--- src/mfc_pkg.sv ---
// Shared types and constants for the matched filter correlator.
// No dependencies.
package mfc_pkg;

	localparam int OP_W        = 2;
	localparam int TAP_IDX_W   = 6;
	localparam int SAMPLE_W    = 16;
	localparam int PROD_W      = 32;
	localparam int LEN_W       = 7;
	localparam int RECIP_W     = 32;
	localparam int CORR_W      = 32;
	localparam int CFG_IDX_W   = 1;
	localparam int CFG_DATA_W  = 32;
	localparam int DIGIT_W     = 16;
	localparam int SCALE_SHIFT = 24;

	localparam logic [LEN_W-1:0]   REF_LENGTH_RST = 7'd64;
	localparam logic [CORR_W-1:0]  CORR_MAX       = 32'h7FFF_FFFF;
	localparam logic [CORR_W-1:0]  CORR_MIN       = 32'h8000_0000;

	localparam logic [CFG_IDX_W-1:0] CFG_REF_LENGTH = 1'b0;
	localparam logic [CFG_IDX_W-1:0] CFG_NORM_RECIP = 1'b1;

	typedef enum logic [OP_W-1:0] {
		OP_LOAD  = 2'd0,
		OP_PUSH  = 2'd1,
		OP_FLUSH = 2'd2,
		OP_CLEAR = 2'd3
	} op_t;

	typedef enum logic [4:0] {
		ST_IDLE  = 5'b00001,
		ST_MAC   = 5'b00010,
		ST_WAIT  = 5'b00100,
		ST_SCALE = 5'b01000,
		ST_OUT   = 5'b10000
	} state_t;

	// one tap-walk step handed to the multiply-accumulate
	typedef struct packed {
		logic issue;
		logic last;
		logic ok;
	} mac_ctl_t;

endpackage

--- src/mfc_ram.sv ---
// Generic single-write, single-read RAM with registered read data.
// No dependencies.
module mfc_ram #(
	parameter int WIDTH = 16,
	parameter int DEPTH = 64
) (
	input  logic                     clk,
	input  logic                     we,
	input  logic [$clog2(DEPTH)-1:0] waddr,
	input  logic [WIDTH-1:0]         wdata,
	input  logic                     re,
	input  logic [$clog2(DEPTH)-1:0] raddr,
	output logic [WIDTH-1:0]         rdata
);

	logic [WIDTH-1:0] mem [DEPTH];

	always_ff @(posedge clk) begin
		if (we) begin
			mem[waddr] <= wdata;
		end
		if (re) begin
			rdata <= mem[raddr];
		end
	end

endmodule

--- src/mfc_mac.sv ---
// Multiply-accumulate over the tap walk: aligns control to RAM read data,
// one registered 16x16 product per cycle, wide accumulator. Uses mfc_pkg.
module mfc_mac #(
	parameter int ACC_W = 38
) (
	input  logic                                clk,
	input  logic                                arst_n,
	input  logic                                clear,
	input  mfc_pkg::mac_ctl_t                   ctl,
	input  logic signed [mfc_pkg::SAMPLE_W-1:0] tap,
	input  logic signed [mfc_pkg::SAMPLE_W-1:0] sample,
	output logic signed [ACC_W-1:0]             acc,
	output logic                                done
);

	import mfc_pkg::*;

	mac_ctl_t                  ctl_s1;
	logic                      vld_s2;
	logic                      last_s2;
	logic signed [PROD_W-1:0]  prod_s2;
	logic signed [ACC_W-1:0]   acc_q;
	logic                      done_q;

	always_ff @(posedge clk or negedge arst_n) begin
		if (!arst_n) begin
			ctl_s1  <= '0;
			vld_s2  <= 1'b0;
			last_s2 <= 1'b0;
			done_q  <= 1'b0;
		end else begin
			ctl_s1  <= ctl;
			vld_s2  <= ctl_s1.issue;
			last_s2 <= ctl_s1.issue && ctl_s1.last;
			done_q  <= vld_s2 && last_s2;
		end
	end

	// unwritten history slots read as zero
	always_ff @(posedge clk) begin
		prod_s2 <= ctl_s1.ok ? PROD_W'(tap * sample) : '0;
		if (clear) begin
			acc_q <= '0;
		end else if (vld_s2) begin
			acc_q <= acc_q + ACC_W'(prod_s2);
		end
	end

	assign acc  = acc_q;
	assign done = done_q;

endmodule

--- src/mfc_scale.sv ---
// Normalizer: |acc| times the energy reciprocal, one 16-bit digit per cycle,
// then round half away from zero, shift by 24 and saturate. Uses mfc_pkg.
module mfc_scale #(
	parameter int ACC_W = 38
) (
	input  logic                              clk,
	input  logic                              arst_n,
	input  logic                              start,
	input  logic signed [ACC_W-1:0]           acc,
	input  logic [mfc_pkg::RECIP_W-1:0]       recip,
	output logic                              done,
	output logic signed [mfc_pkg::CORR_W-1:0] result
);

	import mfc_pkg::*;

	localparam int DIGITS = (ACC_W + DIGIT_W - 1) / DIGIT_W;
	localparam int MAG_W  = DIGITS * DIGIT_W;
	localparam int SUM_W  = MAG_W + RECIP_W;
	localparam int QW     = SUM_W + 1 - SCALE_SHIFT;
	localparam int RW     = $clog2(DIGITS + 1);
	localparam int PW     = DIGIT_W + RECIP_W;

	logic [ACC_W-1:0]  acc_u;
	logic [ACC_W-1:0]  abs_v;
	logic [MAG_W-1:0]  mag_q;
	logic              neg_q;
	logic [RW-1:0]     rem_q;
	logic              run_q;
	logic [PW-1:0]     prod_s1;
	logic              pv_s1;
	logic              plast_s1;
	logic [SUM_W-1:0]  sum_q;
	logic              fin_q;
	logic              done_q;
	logic [CORR_W-1:0] result_q;
	logic [SUM_W:0]    rnd;
	logic [QW-1:0]     quo;
	logic              ovf_p;
	logic              ovf_n;
	logic [CORR_W-1:0] res_d;

	assign acc_u = acc;
	assign abs_v = acc_u[ACC_W-1] ? (~acc_u + ACC_W'(1)) : acc_u;

	always_ff @(posedge clk or negedge arst_n) begin
		if (!arst_n) begin
			run_q    <= 1'b0;
			rem_q    <= '0;
			pv_s1    <= 1'b0;
			plast_s1 <= 1'b0;
			fin_q    <= 1'b0;
			done_q   <= 1'b0;
		end else begin
			pv_s1    <= run_q;
			plast_s1 <= run_q && (rem_q == '0);
			fin_q    <= pv_s1 && plast_s1;
			done_q   <= fin_q;
			if (start) begin
				run_q <= 1'b1;
				rem_q <= RW'(DIGITS - 1);
			end else if (run_q) begin
				rem_q <= rem_q - RW'(1);
				if (rem_q == '0) begin
					run_q <= 1'b0;
				end
			end
		end
	end

	// most significant digit first, so the sum shifts by a constant
	always_ff @(posedge clk) begin
		if (start) begin
			mag_q <= MAG_W'(abs_v);
			neg_q <= acc_u[ACC_W-1];
			sum_q <= '0;
		end else begin
			if (run_q) begin
				prod_s1 <= PW'(mag_q[MAG_W-1 -: DIGIT_W]) * PW'(recip);
				mag_q   <= mag_q << DIGIT_W;
			end
			if (pv_s1) begin
				sum_q <= (sum_q << DIGIT_W) + SUM_W'(prod_s1);
			end
		end
		if (fin_q) begin
			result_q <= res_d;
		end
	end

	always_comb begin
		rnd   = (SUM_W + 1)'(sum_q) + ((SUM_W + 1)'(1) << (SCALE_SHIFT - 1));
		quo   = rnd[SUM_W:SCALE_SHIFT];
		ovf_p = |quo[QW-1:CORR_W-1];
		ovf_n = (|quo[QW-1:CORR_W]) || (quo[CORR_W-1] && (|quo[CORR_W-2:0]));
		if (neg_q) begin
			res_d = ovf_n ? CORR_MIN : (~quo[CORR_W-1:0] + CORR_W'(1));
		end else begin
			res_d = ovf_p ? CORR_MAX : quo[CORR_W-1:0];
		end
	end

	assign done   = done_q;
	assign result = result_q;

endmodule

--- src/matched_filter_correlator.sv ---
// Matched filter correlator top: tap and history RAMs, tap-walk sequencer,
// MAC and normalizer. Uses mfc_pkg, mfc_ram, mfc_mac, mfc_scale.
// Load and clear items are handled in the idle state. A push or flush item
// runs the tap walk, one tap and one history read per cycle into one MAC, then
// the normalizer; in_stall holds new items off until its result is registered.
// Reset: P = 64, reciprocal 0, history empty (reads zero), taps undefined.
module matched_filter_correlator #(
	parameter int MAX_TAPS = 64
) (
	input  logic                                clk,
	input  logic                                arst_n,
	input  logic                                cfg_we,
	input  logic [mfc_pkg::CFG_IDX_W-1:0]       cfg_index,
	input  logic [mfc_pkg::CFG_DATA_W-1:0]      cfg_data,
	input  logic                                in_valid,
	output logic                                in_stall,
	input  logic [mfc_pkg::OP_W-1:0]            operation,
	input  logic [mfc_pkg::TAP_IDX_W-1:0]       tap_index,
	input  logic signed [mfc_pkg::SAMPLE_W-1:0] value,
	output logic                                out_valid,
	input  logic                                out_stall,
	output logic signed [mfc_pkg::CORR_W-1:0]   corr_value
);

	import mfc_pkg::*;

	localparam int AW    = $clog2(MAX_TAPS);
	localparam int PW    = $clog2(MAX_TAPS + 1);
	localparam int LW    = (PW > LEN_W) ? PW : LEN_W;
	localparam int ACC_W = 32 + $clog2(MAX_TAPS);
	localparam int XW    = AW + TAP_IDX_W;

	state_t              state_q;
	logic [LEN_W-1:0]    ref_length_q;
	logic [RECIP_W-1:0]  norm_recip_q;
	logic [AW-1:0]       head_q;
	logic                full_q;
	logic [AW-1:0]       tap_j_q;
	logic [AW-1:0]       slot_q;
	logic [PW-1:0]       cnt_q;
	logic                nz_q;
	logic                out_valid_q;
	logic [CORR_W-1:0]   corr_q;

	logic                accept;
	op_t                 op;
	logic                is_sample;
	logic [LW-1:0]       rl_ext;
	logic [LW-1:0]       p_sat;
	logic [PW-1:0]       p_len;
	logic [AW-1:0]       head_next;
	logic [AW+1:0]       start_sum;
	logic [AW-1:0]       start_slot;
	logic [XW-1:0]       tidx_ext;
	logic                tap_we;
	logic                hist_we;
	logic [SAMPLE_W-1:0] hist_wdata;
	logic                walk;
	mac_ctl_t            mac_ctl;
	logic [SAMPLE_W-1:0] tap_rd;
	logic [SAMPLE_W-1:0] hist_rd;
	logic signed [ACC_W-1:0] mac_acc;
	logic                mac_done;
	logic                scale_start;
	logic                scale_done;
	logic signed [CORR_W-1:0] scale_res;
	logic                out_load;

	assign accept    = in_valid && !in_stall;
	assign in_stall  = (state_q != ST_IDLE);
	assign op        = op_t'(operation);
	assign is_sample = (op == OP_PUSH) || (op == OP_FLUSH);

	assign rl_ext = LW'(ref_length_q);
	assign p_sat  = (rl_ext > LW'(MAX_TAPS)) ? LW'(MAX_TAPS) : rl_ext;
	assign p_len  = p_sat[PW-1:0];

	assign head_next  = (head_q == AW'(MAX_TAPS - 1)) ? '0 : head_q + AW'(1);
	assign start_sum  = (AW + 2)'(head_next) + (AW + 2)'(MAX_TAPS) - (AW + 2)'(p_len);
	assign start_slot = (start_sum >= (AW + 2)'(MAX_TAPS)) ?
	                    AW'(start_sum - (AW + 2)'(MAX_TAPS)) : AW'(start_sum);

	assign tidx_ext   = XW'(tap_index);
	assign tap_we     = accept && (op == OP_LOAD) && (tidx_ext < XW'(MAX_TAPS));
	assign hist_we    = accept && is_sample;
	assign hist_wdata = (op == OP_FLUSH) ? '0 : value;

	// one issue even for P = 0, forced to a zero product
	assign walk          = (state_q == ST_MAC);
	assign mac_ctl.issue = walk;
	assign mac_ctl.last  = (cnt_q == '0);
	assign mac_ctl.ok    = nz_q && (full_q || (slot_q < head_q));

	assign scale_start = (state_q == ST_WAIT) && mac_done;
	assign out_load    = (state_q == ST_OUT) && (!out_valid_q || !out_stall);

	always_ff @(posedge clk or negedge arst_n) begin
		if (!arst_n) begin
			ref_length_q <= REF_LENGTH_RST;
			norm_recip_q <= '0;
		end else if (cfg_we) begin
			case (cfg_index)
				CFG_REF_LENGTH: ref_length_q <= cfg_data[LEN_W-1:0];
				CFG_NORM_RECIP: norm_recip_q <= cfg_data[RECIP_W-1:0];
				default: ;
			endcase
		end
	end

	always_ff @(posedge clk or negedge arst_n) begin
		if (!arst_n) begin
			state_q     <= ST_IDLE;
			head_q      <= '0;
			full_q      <= 1'b0;
			tap_j_q     <= '0;
			slot_q      <= '0;
			cnt_q       <= '0;
			nz_q        <= 1'b0;
			out_valid_q <= 1'b0;
		end else begin
			if (out_load) begin
				out_valid_q <= 1'b1;
			end else if (!out_stall) begin
				out_valid_q <= 1'b0;
			end
			case (state_q)
				ST_IDLE: begin
					if (accept) begin
						case (op)
							OP_CLEAR: begin
								head_q <= '0;
								full_q <= 1'b0;
							end
							OP_PUSH, OP_FLUSH: begin
								head_q  <= head_next;
								if (head_next == '0) begin
									full_q <= 1'b1;
								end
								tap_j_q <= '0;
								slot_q  <= start_slot;
								cnt_q   <= (p_len == '0) ? '0 : p_len - PW'(1);
								nz_q    <= (p_len != '0);
								state_q <= ST_MAC;
							end
							default: ;
						endcase
					end
				end
				ST_MAC: begin
					tap_j_q <= tap_j_q + AW'(1);
					slot_q  <= (slot_q == AW'(MAX_TAPS - 1)) ? '0 : slot_q + AW'(1);
					cnt_q   <= cnt_q - PW'(1);
					if (cnt_q == '0) begin
						state_q <= ST_WAIT;
					end
				end
				ST_WAIT: begin
					if (mac_done) begin
						state_q <= ST_SCALE;
					end
				end
				ST_SCALE: begin
					if (scale_done) begin
						state_q <= ST_OUT;
					end
				end
				ST_OUT: begin
					if (out_load) begin
						state_q <= ST_IDLE;
					end
				end
				default: state_q <= ST_IDLE;
			endcase
		end
	end

	always_ff @(posedge clk) begin
		if (out_load) begin
			corr_q <= scale_res;
		end
	end

	mfc_ram #(
		.WIDTH (SAMPLE_W),
		.DEPTH (MAX_TAPS)
	) u_tap_ram (
		.clk   (clk),
		.we    (tap_we),
		.waddr (tidx_ext[AW-1:0]),
		.wdata (value),
		.re    (walk),
		.raddr (tap_j_q),
		.rdata (tap_rd)
	);

	mfc_ram #(
		.WIDTH (SAMPLE_W),
		.DEPTH (MAX_TAPS)
	) u_hist_ram (
		.clk   (clk),
		.we    (hist_we),
		.waddr (head_q),
		.wdata (hist_wdata),
		.re    (walk),
		.raddr (slot_q),
		.rdata (hist_rd)
	);

	mfc_mac #(
		.ACC_W (ACC_W)
	) u_mac (
		.clk    (clk),
		.arst_n (arst_n),
		.clear  (hist_we),
		.ctl    (mac_ctl),
		.tap    (tap_rd),
		.sample (hist_rd),
		.acc    (mac_acc),
		.done   (mac_done)
	);

	mfc_scale #(
		.ACC_W (ACC_W)
	) u_scale (
		.clk    (clk),
		.arst_n (arst_n),
		.start  (scale_start),
		.acc    (mac_acc),
		.recip  (norm_recip_q),
		.done   (scale_done),
		.result (scale_res)
	);

	assign out_valid  = out_valid_q;
	assign corr_value = corr_q;

`ifndef SYNTHESIS
	a_mac_done_in_wait: assert property (@(posedge clk) disable iff (!arst_n)
		mac_done |-> (state_q == ST_WAIT))
		else $error("MAC finished outside the wait state");

	a_scale_done_in_scale: assert property (@(posedge clk) disable iff (!arst_n)
		scale_done |-> (state_q == ST_SCALE))
		else $error("normalizer finished outside the scale state");

	a_out_from_out_state: assert property (@(posedge clk) disable iff (!arst_n)
		$rose(out_valid_q) |-> $past(state_q == ST_OUT))
		else $error("result item raised without a finished correlation");
`endif

endmodule
--- config.mk ---
export PLATFORM = sky130hd
export DESIGN_NAME = matched_filter_correlator
export DESIGN_NICKNAME = d
export VERILOG_FILES = /design/src/mfc_pkg.sv /design/src/mfc_ram.sv /design/src/mfc_mac.sv /design/src/mfc_scale.sv /design/src/matched_filter_correlator.sv
export SDC_FILE = /design/constraint.sdc
export NUM_CORES = 2
export LEC_CHECK = 0
export BUFFER_PORTS_ARGS = -buffer_cell sky130_fd_sc_hd__buf_2
export CORE_UTILIZATION = 64
export DETAILED_ROUTE_END_ITERATION = 8
export GPL_TIMING_DRIVEN = 0
export HOLD_SLACK_MARGIN = 0.05
export PLACE_DENSITY_LB_ADDON = 0.2
export SLEW_MARGIN = 20
export SYNTH_ARGS = -nofsm -noshare
export SYNTH_HDL_FRONTEND = slang
export SYNTH_SLANG_ARGS = --single-unit
--- constraint.sdc ---
create_clock -name clk -period 8.4 [get_ports clk]
set_clock_uncertainty 0.15 [all_clocks]
set_input_delay 0.84 -clock clk [delete_from_list [all_inputs] [get_ports clk]]
set_output_delay 0.84 -clock clk [all_outputs]
set_load 0.02 [all_outputs]
**After elaboration in Yosys (flattened, before gate mapping)**

Memory sizes are Yosys's and may differ from the RTL's. A register that Yosys moved wholly into a read port is not among the register bits.
Cells that the tools add are included.

- Eq/ne operators: 19
- Muxes and demuxes: 42
- Magnitude comparators: 4
- $mul: 2
- $add $sub $neg: 14
- Reductions and logical operators: 40
- Bitwise logic cells: 4

Operator list:

| cell | number |
|---|---|
| 38-bit 2-to-1 mux | 3 |
| 32-bit 2-to-1 mux | 3 |
| 80-bit by 24-bit adder with 81-bit output (second input constant) | 1 |
| 80-bit by 48-bit adder with 80-bit output | 1 |
| 16-bit by 32-bit multiplier with 48-bit output | 1 |
| 6-bit 2-to-1 mux | 7 |
| 38-bit by 1-bit adder with 38-bit output (second input constant) | 1 |
| 38-bit by 32-bit adder with 38-bit output | 1 |
| 38-bit NOT | 1 |
| 6-bit one-hot mux with 2 select lines | 3 |
| 32-bit by 1-bit adder with 32-bit output (second input constant) | 1 |
| 16-bit by 16-bit multiplier with 32-bit output | 1 |
| 32-bit NOT | 1 |
| 31-bit OR reduction | 1 |
| 5-bit 2-to-1 mux | 6 |
| 7-bit 2-to-1 mux | 4 |
| 26-bit OR reduction | 1 |
| 5-bit one-hot mux with 5 select lines | 1 |
| 25-bit OR reduction | 1 |
| 6-bit by 1-bit adder with 6-bit output (second input constant) | 3 |
| 16-bit 2-to-1 mux | 1 |
| 7-bit logical NOT | 2 |
| 7-bit one-hot mux with 2 select lines | 1 |
| 7-bit by 1-bit subtractor with 7-bit output (second input constant) | 2 |
| other kinds (35) | 77 |

- Input port bits: 62
- RAM bits: 2048
- Memories: 2
- Register bits: 396
- Output and inout bits: 34
- Word-level logic and storage cells: 158

Memories:

| name | depth | bits a word | read ports | clocked after Yosys merged registers in | wr ports | RTL line | RTL |
|---|---|---|---|---|---|---|---|
| u_hist_ram.mem | 64 | 16 | 1 | 1 | 1 | mfc_ram.sv:16 | `logic [WIDTH-1:0] mem [DEPTH];` |
| u_tap_ram.mem | 64 | 16 | 1 | 1 | 1 | mfc_ram.sv:16 |  |

**Depth between registers and ports, before layout**

- Depth in word-level cells: 9
- Gate-level depth with buffers: 26
- Mapped depth without buffers: 25

**Hierarchy**

A second synthesis with hierarchy kept.

- Cells, all modules: 8833
- Area, all modules: 127966.5 um2

Modules (own cells, without submodules):

| module | cells each | seq. area each (um2) | area each (um2) | times used |
|---|---|---|---|---|
| mfc_ram | 1829 | 31230.0 | 40202.3 | 2 |
| mfc_scale | 3175 | 5550.3 | 28581.2 | 1 |
| mfc_mac | 1575 | 1551.5 | 14033.5 | 1 |
| matched_filter_correlator | 425 | 2765.2 | 4947.2 | 1 |

**Least setup slack after synthesis**

No wires, ideal clock.

- Path kind: reg2reg
- Start: register norm_recip_q[7]
- End: register u_scale.prod_s1[45], data pin
- Arrival time: 6.257 ns
- Library setup time: 0.258 ns
- Buffers on the path: 1
- Path slack: 1.735 ns
- Cell stages (with the launch flop): 25
- Data required time: 7.992 ns
- Period minus slack after synthesis: 6.665 ns
- Path through: dfrtp_1 > clkbuf_1 > nand2_1 > fa_1 > inv_1 > fa_1 > inv_1 > fa_1 > inv_1 > fa_1 > fa_1 > inv_1 > fa_1 > inv_1 > ha_1 > nor3_1 > nor2_1 > a22oi_1 > o21ai_0 > a221o_1 > a211o_1 > a41oi_1 > o311ai_0 > a21oi_1 > xnor2_1

- Cells in the longest elaborated chain, start to end: 1

RTL lines:

| element | RTL line | RTL |
|---|---|---|
| from (decl) | matched_filter_correlator.sv:35 | `logic [RECIP_W-1:0] norm_recip_q;` |
| from (signal assigned) | matched_filter_correlator.sv:104 | `CFG_NORM_RECIP: norm_recip_q <= cfg_data[RECIP_W-1:0];` |
| 16-bit by 32-bit multiplier with 48-bit output | mfc_scale.sv:79 | `prod_s1 <= PW'(mag_q[MAG_W-1 -: DIGIT_W]) * PW'(recip);` |
| to (signal assigned) | mfc_scale.sv:79 |  |
| to (decl) | mfc_scale.sv:30 | `logic [PW-1:0] prod_s1;` |

No other way between the ends.
A chain may end at the register's enable or synchronous reset.

**Worst setup path in the final report**

- Start: register norm_recip_q[5]
- End: register u_scale.prod_s1[47], data pin

Same word-level chain as after synthesis.

==> reports/results.ini <==
[status]
status = completed

[pwr]
power.share.clock_pct = 24.0
combPwrFrac_pct = 45.5
p_int_w = 0.0293
power_switching_w = 0.0174
leakage_nw = 50.9
p_per_area_nw_per_um2 = 332
seqPwrFrac_pct = 30.5
finalPower_w = 0.0467
power.share.switching_pct = 37.2
vdd_drop_max_uv = 568

[die]
initial_utilization_pct = 64.6
die_h_um = 446
io_pins = 96
die_area_um2 = 199000
rows = 162
die_width_um = 446
coreArea_um2 = 195000

[final_layout]
drive_above_1_share_pct = 17.9
area_growth_pct = 11.7
finalInstanceArea_um2 = 141000
fillers = 11900
nets = 9729

[detailed_routing]
viasPerCell = 6.58
drt_wl_total_mm = 349
wire_per_inst_um = 30.3
via_count = 75900
first_pass_iters = 8
drc = 0
ant_nets = 0
dr.first_iter.drc_count = 9151

[placement]
port_buffers = 92
dpl_cell_area_um2 = 132000
dp_hpwl_mm = 236
routabilityCongestion = 0.969

[logic_synthesis]
syn_area_um2 = 126000
synth_area_leaders = edfxtp_1 (53%), mux4_2 (12%), fa_1 (11%)
synth.top_cell.area_share_pct = 53.1
synthArstFlopShare_pct = 3.43
avgSynthCellArea_um2 = 15.4
ys.flop_type = edfxtp_1
synth_nets = 9244
synth_seq_cells = 2476
ys.warnings.count = 0
yosysSeqAreaShare_pct = 57.3
synthesis.instances = 8203
synth_cell_type_count = 92
synth_edf_count = 2231
yosysTopAreaCell = edfxtp_1

[sta]
worstMarginPinSlew_ps = 1180
setup_viol = 0
slew_headroom_pct = 21.1
period_share_pct = 97.3
period_needed_ps = 8170
max_freq_mhz = 122
final_max_slew_viol_count = 0
hold_violations = 0

[worst_setup_path]
criticalPathCategory = flop to flop
cpMaxStageDelayCell = dfrtp_1
r2r_cells = 24
critPathMaxStageDelay_ps = 650
cp-end-kind = flop
crit_fanout = 10
crit_family = adder cells
critPathLaunchType = flop
crit_cells = 24
critical_path_required_ps = 8840
cp_common_cell = fa_1
worstPathArrival_ps = 8620
path_cells = buf_1 -> nand2_1 -> fa_1 -> inv_1 -> fa_1 -> inv_1 -> fa_1 -> inv_1 -> fa_1 -> fa_1 -> inv_1 -> fa_1 -> inv_1 -> ha_1 -> nand3_1 -> a211oi_1 -> a22oi_1 -> o21ai_1 -> a2111oi_0 -> o31ai_1 -> a221oi_1 -> o21ai_0 -> a21oi_1 -> xnor2_2
crit_buf_inv = 6

[grt]
antenna_found_initial = 27
grt_first_pass_wirelength_mm = 513
grt.overflow.total = 0
grt_pass1_vias = 78000
grt_max_degree = 66
grtUsageTotal_pct = 35.8

[worst_hold_path]
hp-class = primary input to flop
hold_depth = 2

[flow_run]
maxCapViolCount = 0

[clocking]
post_cts_buffers = 0
tritoncts = done
cts_buffer_depth = 3
htree_levels = 4
numClockSinks = 2476
clk_pin_slew_worst_paths_ps = 60
root_buffer = clkbuf_16
worstSkewPairLatency_ps = 900
cts_inserted_buffers = 234

[layer usage]
| metal | share of wire [%] | global-route usage (%) |
|---|---|---|
| met1 | 36 | 46.5 |
| met2 | 48 | 57.2 |
| met5 | 0.039 | 0 |
| met4 | 5.3 | 17.0 |
| met3 | 11 | 8.70 |
[kinds of logic after synthesis]
group | count (synthesis) | synth area share (%)
simple gates | 1795 | 6.89
fa+ha+maj | 979 | 13.8
mux | 788 | 13.0
flops | 2476 | 57.3
compound gates | 700 | 3.60
buf+inv | 1192 | 3.58
xor+xnor | 273 | 1.89
[stage by stage]
step	worst slack [ps]	setup TNS, ps	util [%]	cells	hold WS, ps
4_1_cts	9.35	0	72.0	11500	50.4
3_5_place_dp	-251	-417	67.8	11100	220
3_3_place_gp	-180	-217	66.5	10900	200
6_report	226	0	72.1	11500	104
2_1_floorplan	1730	0	-	8203	197
5_1_grt	-5.21	-5.21	72.1	11500	87.2
[cells in the mapped netlist (12+ instances only)]
cell type and number:
edfxtp_1 2231, inv_1 801, fa_1 683, mux4_2 672
nand2_1 662, nor2_1 376, and2_1 343, clkbuf_1 296
ha_1 296, a21oi_1 191, xnor2_1 165, o21ai_0 161
dfxtp_1 160, xor2_1 108, dfrtp_1 83, mux2i_1 78
nand3_1 72, a21o_1 71, buf_1 71, nor3_1 70
nor2b_1 43, a211oi_1 42, mux2_2 38, nand4_1 35
and3_1 34, o21a_1 31, a31oi_1 26, nand2b_1 26
or3_1 25, o21bai_1 19, o31ai_1 18, buf_2 16
nand3b_1 15, nor4_1 15, o211ai_1 13, or4_1 13
and4_1 12
[power by group through the flow]
stage	clock network, W	logic, W	registers (W)
after detailed placement	0	0.0207	0.0145
after floorplan	0	0.0147	0.0144
after global placement	0	0.0201	0.0145
after CTS	0.0113	0.0210	0.0142
after global routing	0.0117	0.0231	0.0143
final	0.0112	0.0212	0.0143
[worst paths after layout]
check	start	end	slack, ps
max	norm_recip_q[5]	u_scale.prod_s1[47]	230
min	cfg_data[23]	norm_recip_q[23]	100
min reg2reg	u_scale.result[11]	corr_value[11]	210
min in group asynchronous	arst_n	ref_length_q[1]	260
max in group asynchronous	arst_n	u_scale.fin_q	7010
max reg2reg	norm_recip_q[5]	u_scale.prod_s1[47]	230
[final cells by class]
type / instances / area [um^2] / area share (%)
diodes: 16 / 40.0 / 0.0284
multi-input cells: 4535 / 49900 / 35.4
inverters: 804 / 3020 / 2.14
well taps: 2624 / 3280 / 2.33
clock inverters: 152 / 2000 / 1.42
clock buffers: 282 / 6140 / 4.36
plain buffers: 388 / 1590 / 1.13
repair buffers: 249 / 2650 / 1.88
flip-flops and latches: 2476 / 72300 / 51.3
[what timing repair did]
| action | 4_1_cts | 5_1_grt |
|---|---|---|
| resized for setup | 2 | 89 |
| hold buffers | 14 | 0 |
| gates cloned | 0 | 0 |
| endpoints found under the hold margin | 53 | 0 |
| setup endpoints to repair | 3 | 6 |
[sequential cells by signal, summed over array words and instances (netlist names), 5 cells and up]
signal	cells
corr_value	32
head_q	6
u_tap_ram.rdata	16
state_q	5
u_scale.prod_s1	48
u_mac.prod_s2	32
slot_q	6
u_scale.sum_q	80
u_tap_ram.mem	1024
tap_j_q	6
u_scale.mag_q	48
ref_length_q	7
u_scale.result	32
u_mac.acc	38
u_hist_ram.mem	1024
u_hist_ram.rdata	16
cnt_q	7
norm_recip_q	32
[cell usage in the layout (no fill, tap or decap), types with 163 or more instances in the layout]
master,n
a21oi_1,190
and2_1,343
clkbuf_1,288
clkbuf_16,236
edfxtp_1,2231
fa_1,683
ha_1,296
inv_1,801
mux4_2,672
nand2_1,661
nor2_1,247
xnor2_1,163
(Power assumes the default switching activity.)
